<file path="src/rtl/gpthc_pkg.sv">
// Shared types, constants and CRC helper for the GPT header CRC checker.
package gpthc_pkg;

  localparam logic [31:0] CRC_POLY   = 32'hEDB88320;
  localparam logic [31:0] CRC_INIT   = 32'hFFFFFFFF;
  localparam logic [4:0]  OFFSET_MAX = 5'd31;
  localparam logic [4:0]  CSUM_FIRST = 5'd16;
  localparam logic [4:0]  CSUM_END   = 5'd20;
  localparam logic [4:0]  SIG_LEN    = 5'd8;

  // Depth of the byte queue between front and back ends; a power of two.
  localparam int OPQ_DEPTH = 4;
  localparam int OPQ_PTR_W = $clog2(OPQ_DEPTH);
  localparam int OPQ_CNT_W = OPQ_PTR_W + 1;

  // Run modes as carried in req_type.
  localparam logic MODE_HEADER = 1'b0;
  localparam logic MODE_ARRAY  = 1'b1;

  // One input transfer.
  typedef struct packed {
    logic       req_type;
    logic [7:0] data_byte;
    logic       last_byte;
  } in_t;

  // One result transfer.
  typedef struct packed {
    logic [31:0] crc_value;
    logic        crc_match;
    logic        signature_ok;
    logic        too_short;
  } out_t;

  // Classified byte handed from the front end to the CRC back end.
  typedef struct packed {
    logic [7:0] fed_byte;   // byte as it enters the CRC
    logic [7:0] raw_byte;   // byte as received, for the stored checksum
    logic       csum_en;    // byte belongs to the stored checksum field
    logic [1:0] csum_lane;  // byte lane within the stored checksum
    logic       sig_bad;    // byte breaks the signature
    logic       header;     // run is in header mode
    logic       too_short;  // run would end before the checksum is complete
    logic       sig_long;   // run would cover the whole signature
    logic       last;       // final byte of the run
  } op_t;

  // Signature "EFI PART", one byte per offset.
  function automatic logic [7:0] sig_byte(input logic [2:0] idx);
    logic [7:0] b;
    case (idx)
      3'd0:    b = 8'h45;
      3'd1:    b = 8'h46;
      3'd2:    b = 8'h49;
      3'd3:    b = 8'h20;
      3'd4:    b = 8'h50;
      3'd5:    b = 8'h41;
      3'd6:    b = 8'h52;
      3'd7:    b = 8'h54;
      default: b = 8'h00;
    endcase
    return b;
  endfunction

  // Reflected CRC-32 update by one byte.
  function automatic logic [31:0] crc_feed(input logic [31:0] crc, input logic [7:0] data);
    logic [31:0] c;
    c = crc ^ {24'd0, data};
    for (int b = 0; b < 8; b++) begin
      if (c[0]) begin
        c = (c >> 1) ^ CRC_POLY;
      end else begin
        c = c >> 1;
      end
    end
    return c;
  endfunction

endpackage

</file>
<file path="src/rtl/gpthc_front.sv">
// Front end: tracks the byte offset and run mode and classifies each byte.
module gpthc_front import gpthc_pkg::*; (
  input  logic clk,
  input  logic rst_n,
  input  logic in_push,
  output logic in_full,
  input  in_t  in_data,
  output logic op_push,
  input  logic op_full,
  output op_t  op_data
);

  logic [4:0] offset_r;
  logic [4:0] offset_nxt;
  logic       mode_r;
  logic       mode_nxt;
  logic       mode_cur;
  logic       header;
  logic       accept;

  assign in_full = op_full;
  assign accept  = in_push && !op_full;
  assign op_push = accept;

  // The mode is sampled on the first byte of a run and held after it.
  assign mode_cur = (offset_r == 5'd0) ? in_data.req_type : mode_r;
  assign header   = (mode_cur == MODE_HEADER);

  // Classify the byte for the back end.
  always_comb begin
    op_data.raw_byte  = in_data.data_byte;
    op_data.csum_en   = header && (offset_r >= CSUM_FIRST) && (offset_r < CSUM_END);
    op_data.csum_lane = offset_r[1:0];
    op_data.fed_byte  = op_data.csum_en ? 8'd0 : in_data.data_byte;
    op_data.sig_bad   = header && (offset_r < SIG_LEN) &&
                        (in_data.data_byte != sig_byte(offset_r[2:0]));
    op_data.header    = header;
    op_data.too_short = header && (offset_r < (CSUM_END - 5'd1));
    op_data.sig_long  = (offset_r >= (SIG_LEN - 5'd1));
    op_data.last      = in_data.last_byte;
  end

  // Offset saturates on long runs and restarts after the last byte.
  always_comb begin
    offset_nxt = offset_r;
    mode_nxt   = mode_r;
    if (accept) begin
      mode_nxt = mode_cur;
      if (in_data.last_byte) begin
        offset_nxt = 5'd0;
        mode_nxt   = MODE_HEADER;
      end else if (offset_r < OFFSET_MAX) begin
        offset_nxt = offset_r + 5'd1;
      end
    end
  end

  always_ff @(posedge clk) begin
    if (!rst_n) begin
      offset_r <= 5'd0;
      mode_r   <= MODE_HEADER;
    end else begin
      offset_r <= offset_nxt;
      mode_r   <= mode_nxt;
    end
  end

endmodule

</file>
<file path="src/rtl/gpthc_op_queue.sv">
// Four-entry queue of classified bytes between the front and back ends.
module gpthc_op_queue import gpthc_pkg::*; (
  input  logic clk,
  input  logic rst_n,
  input  logic push,
  output logic full,
  input  op_t  push_data,
  output logic empty,
  input  logic pop,
  output op_t  pop_data
);

  op_t                  mem_r [OPQ_DEPTH];
  logic [OPQ_PTR_W-1:0] wr_ptr_r;
  logic [OPQ_PTR_W-1:0] rd_ptr_r;
  logic [OPQ_CNT_W-1:0] count_r;
  logic [OPQ_CNT_W-1:0] count_nxt;
  logic                 do_push;
  logic                 do_pop;

  assign full     = (count_r == OPQ_CNT_W'(OPQ_DEPTH));
  assign empty    = (count_r == '0);
  assign do_push  = push && !full;
  assign do_pop   = pop && !empty;
  assign pop_data = mem_r[rd_ptr_r];

  always_comb begin
    count_nxt = count_r;
    if (do_push && !do_pop) begin
      count_nxt = count_r + OPQ_CNT_W'(1);
    end else if (do_pop && !do_push) begin
      count_nxt = count_r - OPQ_CNT_W'(1);
    end
  end

  // Storage holds payload only.
  always_ff @(posedge clk) begin
    if (do_push) begin
      mem_r[wr_ptr_r] <= push_data;
    end
  end

  always_ff @(posedge clk) begin
    if (!rst_n) begin
      wr_ptr_r <= '0;
      rd_ptr_r <= '0;
      count_r  <= '0;
    end else begin
      if (do_push) begin
        wr_ptr_r <= wr_ptr_r + OPQ_PTR_W'(1);
      end
      if (do_pop) begin
        rd_ptr_r <= rd_ptr_r + OPQ_PTR_W'(1);
      end
      count_r <= count_nxt;
    end
  end

endmodule

</file>
<file path="src/rtl/gpthc_back.sv">
// Back end: runs the CRC, gathers the stored checksum and buffers results.
module gpthc_back import gpthc_pkg::*; (
  input  logic clk,
  input  logic rst_n,
  input  logic op_empty,
  output logic op_pop,
  input  op_t  op_data,
  output logic out_empty,
  input  logic out_pop,
  output out_t out_data
);

  logic [31:0] crc_r;
  logic [31:0] crc_nxt;
  logic [31:0] stored_r;
  logic [31:0] stored_nxt;
  logic        sig_ok_r;
  logic        sig_ok_nxt;
  logic [31:0] crc_upd;
  logic [31:0] stored_upd;
  logic        sig_upd;
  logic [31:0] crc_out;
  out_t        res;

  out_t        res_mem_r [2];
  logic        res_wr_r;
  logic        res_rd_r;
  logic [1:0]  res_count_r;
  logic [1:0]  res_count_nxt;
  logic        res_push;
  logic        res_pop;

  // A byte is taken whenever there is room for a possible result.
  assign op_pop = !op_empty && (res_count_r != 2'd2);

  // Per-byte update of the running state.
  always_comb begin
    crc_upd    = crc_feed(crc_r, op_data.fed_byte);
    stored_upd = stored_r;
    if (op_data.csum_en) begin
      stored_upd = stored_r | ({24'd0, op_data.raw_byte} << {op_data.csum_lane, 3'd0});
    end
    sig_upd = sig_ok_r && !op_data.sig_bad;
    crc_out = crc_upd ^ CRC_INIT;
  end

  // Result of a run, formed on its last byte.
  always_comb begin
    res.crc_value    = crc_out;
    res.crc_match    = op_data.header && !op_data.too_short && (crc_out == stored_upd);
    res.signature_ok = op_data.header && sig_upd && op_data.sig_long;
    res.too_short    = op_data.too_short;
  end

  // Next run state; everything restarts after the last byte.
  always_comb begin
    crc_nxt    = crc_r;
    stored_nxt = stored_r;
    sig_ok_nxt = sig_ok_r;
    if (op_pop) begin
      if (op_data.last) begin
        crc_nxt    = CRC_INIT;
        stored_nxt = 32'd0;
        sig_ok_nxt = 1'b1;
      end else begin
        crc_nxt    = crc_upd;
        stored_nxt = stored_upd;
        sig_ok_nxt = sig_upd;
      end
    end
  end

  always_ff @(posedge clk) begin
    if (!rst_n) begin
      crc_r    <= CRC_INIT;
      stored_r <= 32'd0;
      sig_ok_r <= 1'b1;
    end else begin
      crc_r    <= crc_nxt;
      stored_r <= stored_nxt;
      sig_ok_r <= sig_ok_nxt;
    end
  end

  // Two-entry result buffer on the output side.
  assign res_push  = op_pop && op_data.last;
  assign out_empty = (res_count_r == 2'd0);
  assign res_pop   = out_pop && !out_empty;
  assign out_data  = res_mem_r[res_rd_r];

  always_comb begin
    res_count_nxt = res_count_r;
    if (res_push && !res_pop) begin
      res_count_nxt = res_count_r + 2'd1;
    end else if (res_pop && !res_push) begin
      res_count_nxt = res_count_r - 2'd1;
    end
  end

  always_ff @(posedge clk) begin
    if (res_push) begin
      res_mem_r[res_wr_r] <= res;
    end
  end

  always_ff @(posedge clk) begin
    if (!rst_n) begin
      res_wr_r    <= 1'b0;
      res_rd_r    <= 1'b0;
      res_count_r <= 2'd0;
    end else begin
      if (res_push) begin
        res_wr_r <= ~res_wr_r;
      end
      if (res_pop) begin
        res_rd_r <= ~res_rd_r;
      end
      res_count_r <= res_count_nxt;
    end
  end

endmodule

</file>
<file path="src/rtl/gpt_header_crc_checker_unit.sv">
// GPT header CRC checker: takes one byte per transfer and reports the reflected CRC-32
// (polynomial 0xEDB88320, start all ones, final inversion) of each run on its last
// byte. In header mode, bytes 16 to 19 enter the CRC as zero and form the stored
// checksum, and bytes 0 to 7 are checked against "EFI PART". One byte is accepted
// every cycle while the byte queue has room; the byte-wide CRC update in the back
// end sets that rate. When its last byte is accepted, the front end classifies
// that byte in the same cycle, the byte is written into the four-entry byte queue,
// and as the back end consumes it, the result goes into the two-entry result
// buffer that feeds the output. Input stalls only when both buffers fill.
module gpt_header_crc_checker_unit import gpthc_pkg::*; (
  input  logic clk,
  input  logic rst_n,
  input  logic in_push,
  output logic in_full,
  input  in_t  in_data,
  output logic out_empty,
  input  logic out_pop,
  output out_t out_data
);

  logic op_push;
  logic op_full;
  op_t  op_wdata;
  logic op_empty;
  logic op_pop;
  op_t  op_rdata;

  // Byte classification.
  gpthc_front u_front (
    .clk     (clk),
    .rst_n   (rst_n),
    .in_push (in_push),
    .in_full (in_full),
    .in_data (in_data),
    .op_push (op_push),
    .op_full (op_full),
    .op_data (op_wdata)
  );

  // Decoupling queue.
  gpthc_op_queue u_op_queue (
    .clk       (clk),
    .rst_n     (rst_n),
    .push      (op_push),
    .full      (op_full),
    .push_data (op_wdata),
    .empty     (op_empty),
    .pop       (op_pop),
    .pop_data  (op_rdata)
  );

  // CRC and result generation.
  gpthc_back u_back (
    .clk       (clk),
    .rst_n     (rst_n),
    .op_empty  (op_empty),
    .op_pop    (op_pop),
    .op_data   (op_rdata),
    .out_empty (out_empty),
    .out_pop   (out_pop),
    .out_data  (out_data)
  );

endmodule
</file>
<file path="config.mk">
export PLATFORM = sky130hd
export DESIGN_NAME = gpt_header_crc_checker_unit
export DESIGN_NICKNAME = d
export VERILOG_FILES = /design/src/rtl/gpthc_pkg.sv /design/src/rtl/gpthc_front.sv /design/src/rtl/gpthc_op_queue.sv /design/src/rtl/gpthc_back.sv /design/src/rtl/gpt_header_crc_checker_unit.sv
export SDC_FILE = /design/constraint.sdc
export NUM_CORES = 1
export LEC_CHECK = 0
export ABC_AREA = 1
export ABC_CLOCK_PERIOD_IN_PS = 5350
export BUFFER_PORTS_ARGS = -buffer_cell sky130_fd_sc_hd__buf_2
export CORE_UTILIZATION = 34
export CTS_CLUSTER_DIAMETER = 150
export CTS_CLUSTER_SIZE = 14
export DETAILED_ROUTE_END_ITERATION = 7
export PLACE_DENSITY = 0.54
export SETUP_SLACK_MARGIN = 0.2
export SLEW_MARGIN = 20
export SYNTH_ARGS = -nofsm -noshare
export SYNTH_HDL_FRONTEND = slang
export SYNTH_SLANG_ARGS = --single-unit
</file>
<file path="constraint.sdc">
create_clock -name clk -period 5.35 [get_ports clk]
set_input_delay 0.535 -clock clk [delete_from_list [all_inputs] [get_ports clk]]
set_output_delay 0.535 -clock clk [all_outputs]
set_load 0.02 [all_outputs]
</file>
==> impl_summary.log <==
INFO  metric antenna-diode-count = 0
INFO  metric cts_tree = done
INFO  metric clkTransAtPathRegs = 70 ps
INFO  metric cell_type_group_with_the_largest_total_delay_on_the_critical_path = buffers and inverters
INFO  metric cell_area_after_synthesis = 12,300 um^2
INFO  metric rsz0062_at_grt = false
INFO  metric root_buffer = sky130_fd_sc_hd__clkbuf_16
INFO  metric cts-hold-fix-buffers = 0
INFO  metric ys_ff_latch = 258
INFO  metric max_cap_violations = 0
INFO  metric gp_congestion = 0.929
INFO  metric design.final.nets = 1,439
INFO  metric antenna_violating_nets_post_route = 0
INFO  metric status = finished, violations left
INFO  metric finClkSkew = 18.5 ps
INFO  metric dp_wirelength = 21,800 um
INFO  metric cts_buffers = 22
INFO  metric start_util = 34.6%
INFO  metric drt_pass1_iterations = 8
INFO  metric critPathArrivalTime = 3820 ps
INFO  metric portBuffers = 50
INFO  metric route.final.wire_length = 31,000 um
INFO  metric ys_warn_count = 0
INFO  metric globalRouteOverflowTotal = 0
INFO  metric fp.dieArea = 37,000 um^2
INFO  metric critPathLaunchType = register
INFO  metric netlist-cell-type-count = 46
INFO  metric floorplan.io_pins = 51
INFO  metric worstMarginPinSlew = 910 ps
INFO  metric critical_path_sink_type = register
INFO  metric critical_path.slowest_cell = sky130_fd_sc_hd__inv_1
INFO  metric grt_use_total = 17.0%
INFO  metric postSynthAreaPerCell = 8.94 um^2
INFO  metric critPathMostFrequentCell = sky130_fd_sc_hd__buf_4
INFO  metric grt_pass1_wl = 48,200 um
INFO  metric violations = design-rule violations
INFO  metric report.final.slew_viol_count = 0
INFO  metric timing_worst_setup_path_type = register to register
INFO  metric postSynthCellCount = 1,378
INFO  metric placeableCoreArea = 35,700 um^2
INFO  metric synth.net_count = 1,401
INFO  metric dr_total_vias = 9,092
INFO  metric hold_viol_final = 0
INFO  metric areaGrowthSynthToFinish = 10.5%
INFO  metric cts_htree_levels = 1
INFO  metric timing.critical_path.buf_inv = 7
INFO  metric postCtsSetupRepairBufs = 0
INFO  metric drive_gt1_share = 14.2%
INFO  metric die_w = 192 um
INFO  metric number_of_global_route_vias_before_repair = 8,479
INFO  metric grt_max_degree = 73
INFO  metric crit_required = 5730 ps
INFO  metric clkSinkCount = 258
INFO  metric drt_iter0_drc = 695
INFO  metric totalNegativeSetupSlack = 0 ps
INFO  metric clk_path_buf_depth = 3
INFO  metric slew-limit-headroom = 39.2%
INFO  metric finalSetupViolCount = 0
INFO  metric grt_antenna_before_repair = 0
INFO  metric slowest_stage_delay_on_critical_path = 580 ps
INFO  metric post_dp_cell_area = 12,900 um^2
INFO  metric worstSkewPairLatency = 530 ps
INFO  metric timing.hold.ws = 248 ps
INFO  metric via_per_inst = 4.80
INFO  metric post_cts_resized = 0
INFO  metric final.min_clock_period = 3440 ps
INFO  metric worstHoldPathType = primary input to register
INFO  metric drc = 5
INFO  metric cp_cell_sequence = inv_1, nand3_1, o21ai_4, buf_4, inv_1, nand2_1, inv_2, nor2_1, buf_4, clkinv_1, buf_4, a21oi_1, o21ai_0
INFO  metric finish.instance_area = 13,600 um^2
INFO  metric avgRoutedWirePerCell = 16.4 um
INFO  metric max_freq = 0.290 GHz
INFO  metric synth_seq_area_share = 55.4%
INFO  metric cell_row_count = 69
INFO  metric fin_crit_sh = 64.4%
INFO  metric timing.critical_path.fanout_max = 72
INFO  metric die_height = 192 um
-- state kept, by name, indices dropped and copies added (netlist names), named ones only --
| signal | cells |
|---|---|
| u_back.res_count_r | 2 |
| u_front.mode_r | 1 |
| u_op_queue.wr_ptr_r | 2 |
| u_op_queue.mem_r | 96 |
| u_front.offset_r | 5 |
| u_back.sig_ok_r | 1 |
| u_op_queue.rd_ptr_r | 2 |
| u_back.res_mem_r | 70 |
| u_back.res_wr_r | 1 |
| u_back.crc_r | 32 |
| u_op_queue.count_r | 3 |
| u_back.res_rd_r | 1 |
| u_back.stored_r | 32 |
-- cell usage after synthesis, drive strengths merged --
library cell / count / area, um^2
nand2: 486 / 1970
edfxtp: 166 / 4980
inv: 117 / 442
nor2: 113 / 455
nand3: 101 / 578
dfxtp: 92 / 1840
o21ai: 88 / 444
a21oi: 76 / 403
mux2: 35 / 394
buf: 24 / 226
clkbuf: 21 / 78.8
nand3b: 11 / 82.6
ha: 8 / 100
xor2: 7 / 61.3
a211oi: 6 / 45.0
nor3: 5 / 30.0
o211ai: 3 / 27.5
o22ai: 3 / 18.8
a21o: 2 / 15.0
clkinv: 2 / 7.51
o211a: 2 / 20.0
xnor2: 2 / 17.5
a31oi: 1 / 6.26
a32o: 1 / 10.0
fa: 1 / 20.0
mux2i: 1 / 10.0
nor3b: 1 / 7.51
nor4: 1 / 6.26
o2111a: 1 / 11.3
or2: 1 / 6.26
-- cell usage in the layout (no fill, tap or decap), types with 22 or more instances in the layout --
master                      instances
sky130_fd_sc_hd__nand2_1          441
sky130_fd_sc_hd__edfxtp_1         166
sky130_fd_sc_hd__inv_1            110
sky130_fd_sc_hd__nor2_1           102
sky130_fd_sc_hd__dfxtp_1           91
sky130_fd_sc_hd__nand3_1           88
sky130_fd_sc_hd__o21ai_0           87
sky130_fd_sc_hd__a21oi_1           70
sky130_fd_sc_hd__buf_2             50
sky130_fd_sc_hd__nand2_2           38
sky130_fd_sc_hd__mux2_2            35
sky130_fd_sc_hd__clkbuf_16         22
-- kinds of logic (layout without fill, tap and decap cells) --
group / count (synthesis) / in the layout / synth area share (%)
simple gates: 719 / 719 / 25.5
compound gates: 183 / 183 / 8.12
fa+ha+maj: 9 / 9 / 0.975
flops: 258 / 258 / 55.4
buf+inv: 164 / 218 / 6.12
xor+xnor: 9 / 9 / 0.640
mux: 36 / 36 / 3.28
-- final timing paths --
| check | endpoint | slack, ps | cells after the start | from |
|---|---|---|---|---|
| min reg2reg | u_back.stored_r[9] | 460 | 2 | u_back.stored_r[9] |
| max | u_back.crc_r[13] | 1910 | 13 | u_op_queue.count_r[0] |
| max reg2reg | u_back.crc_r[13] | 1910 | 13 | u_op_queue.count_r[0] |
| min | u_op_queue.mem_r[0][9] | 250 | 1 | in_data[2] |
-- metrics by stage --
| step | setup slack (ps) | utilization (%) | cells |
|---|---|---|---|
| 2_1_floorplan | 2480 | - | 1378 |
| 3_3_place_gp | 2010 | 36.3 | 1851 |
| 3_5_place_dp | 1850 | 36.3 | 1851 |
| 4_1_cts | 1830 | 38.1 | 1891 |
| 5_1_grt | 1490 | 38.2 | 1893 |
| 6_report | 1910 | 38.2 | 1893 |
-- layer usage --
metal / vias up / wire length [um] / track usage [%]
met5: - / 0 / 0
met4: 0 / 811 / 4.88
met3: 42 / 1130 / 1.93
met2: 173 / 14100 / 27.6
met1: 4257 / 15000 / 23.8
li1: 4620 / - / -
-- layout make-up --
type | count | area [um^2]
Fill cell | 3618 | 22000
Sequential cell | 258 | 6830
Multi-Input combinational cell | 956 | 4780
Clock buffer | 38 | 611
Tap cell | 461 | 577
Inverter | 119 | 449
Timing Repair Buffer | 59 | 343
Clock inverter | 2 | 25.0
Power is not shown: default switching activity piles up to over one toggle a cycle in this logic, so the estimate is an artifact.
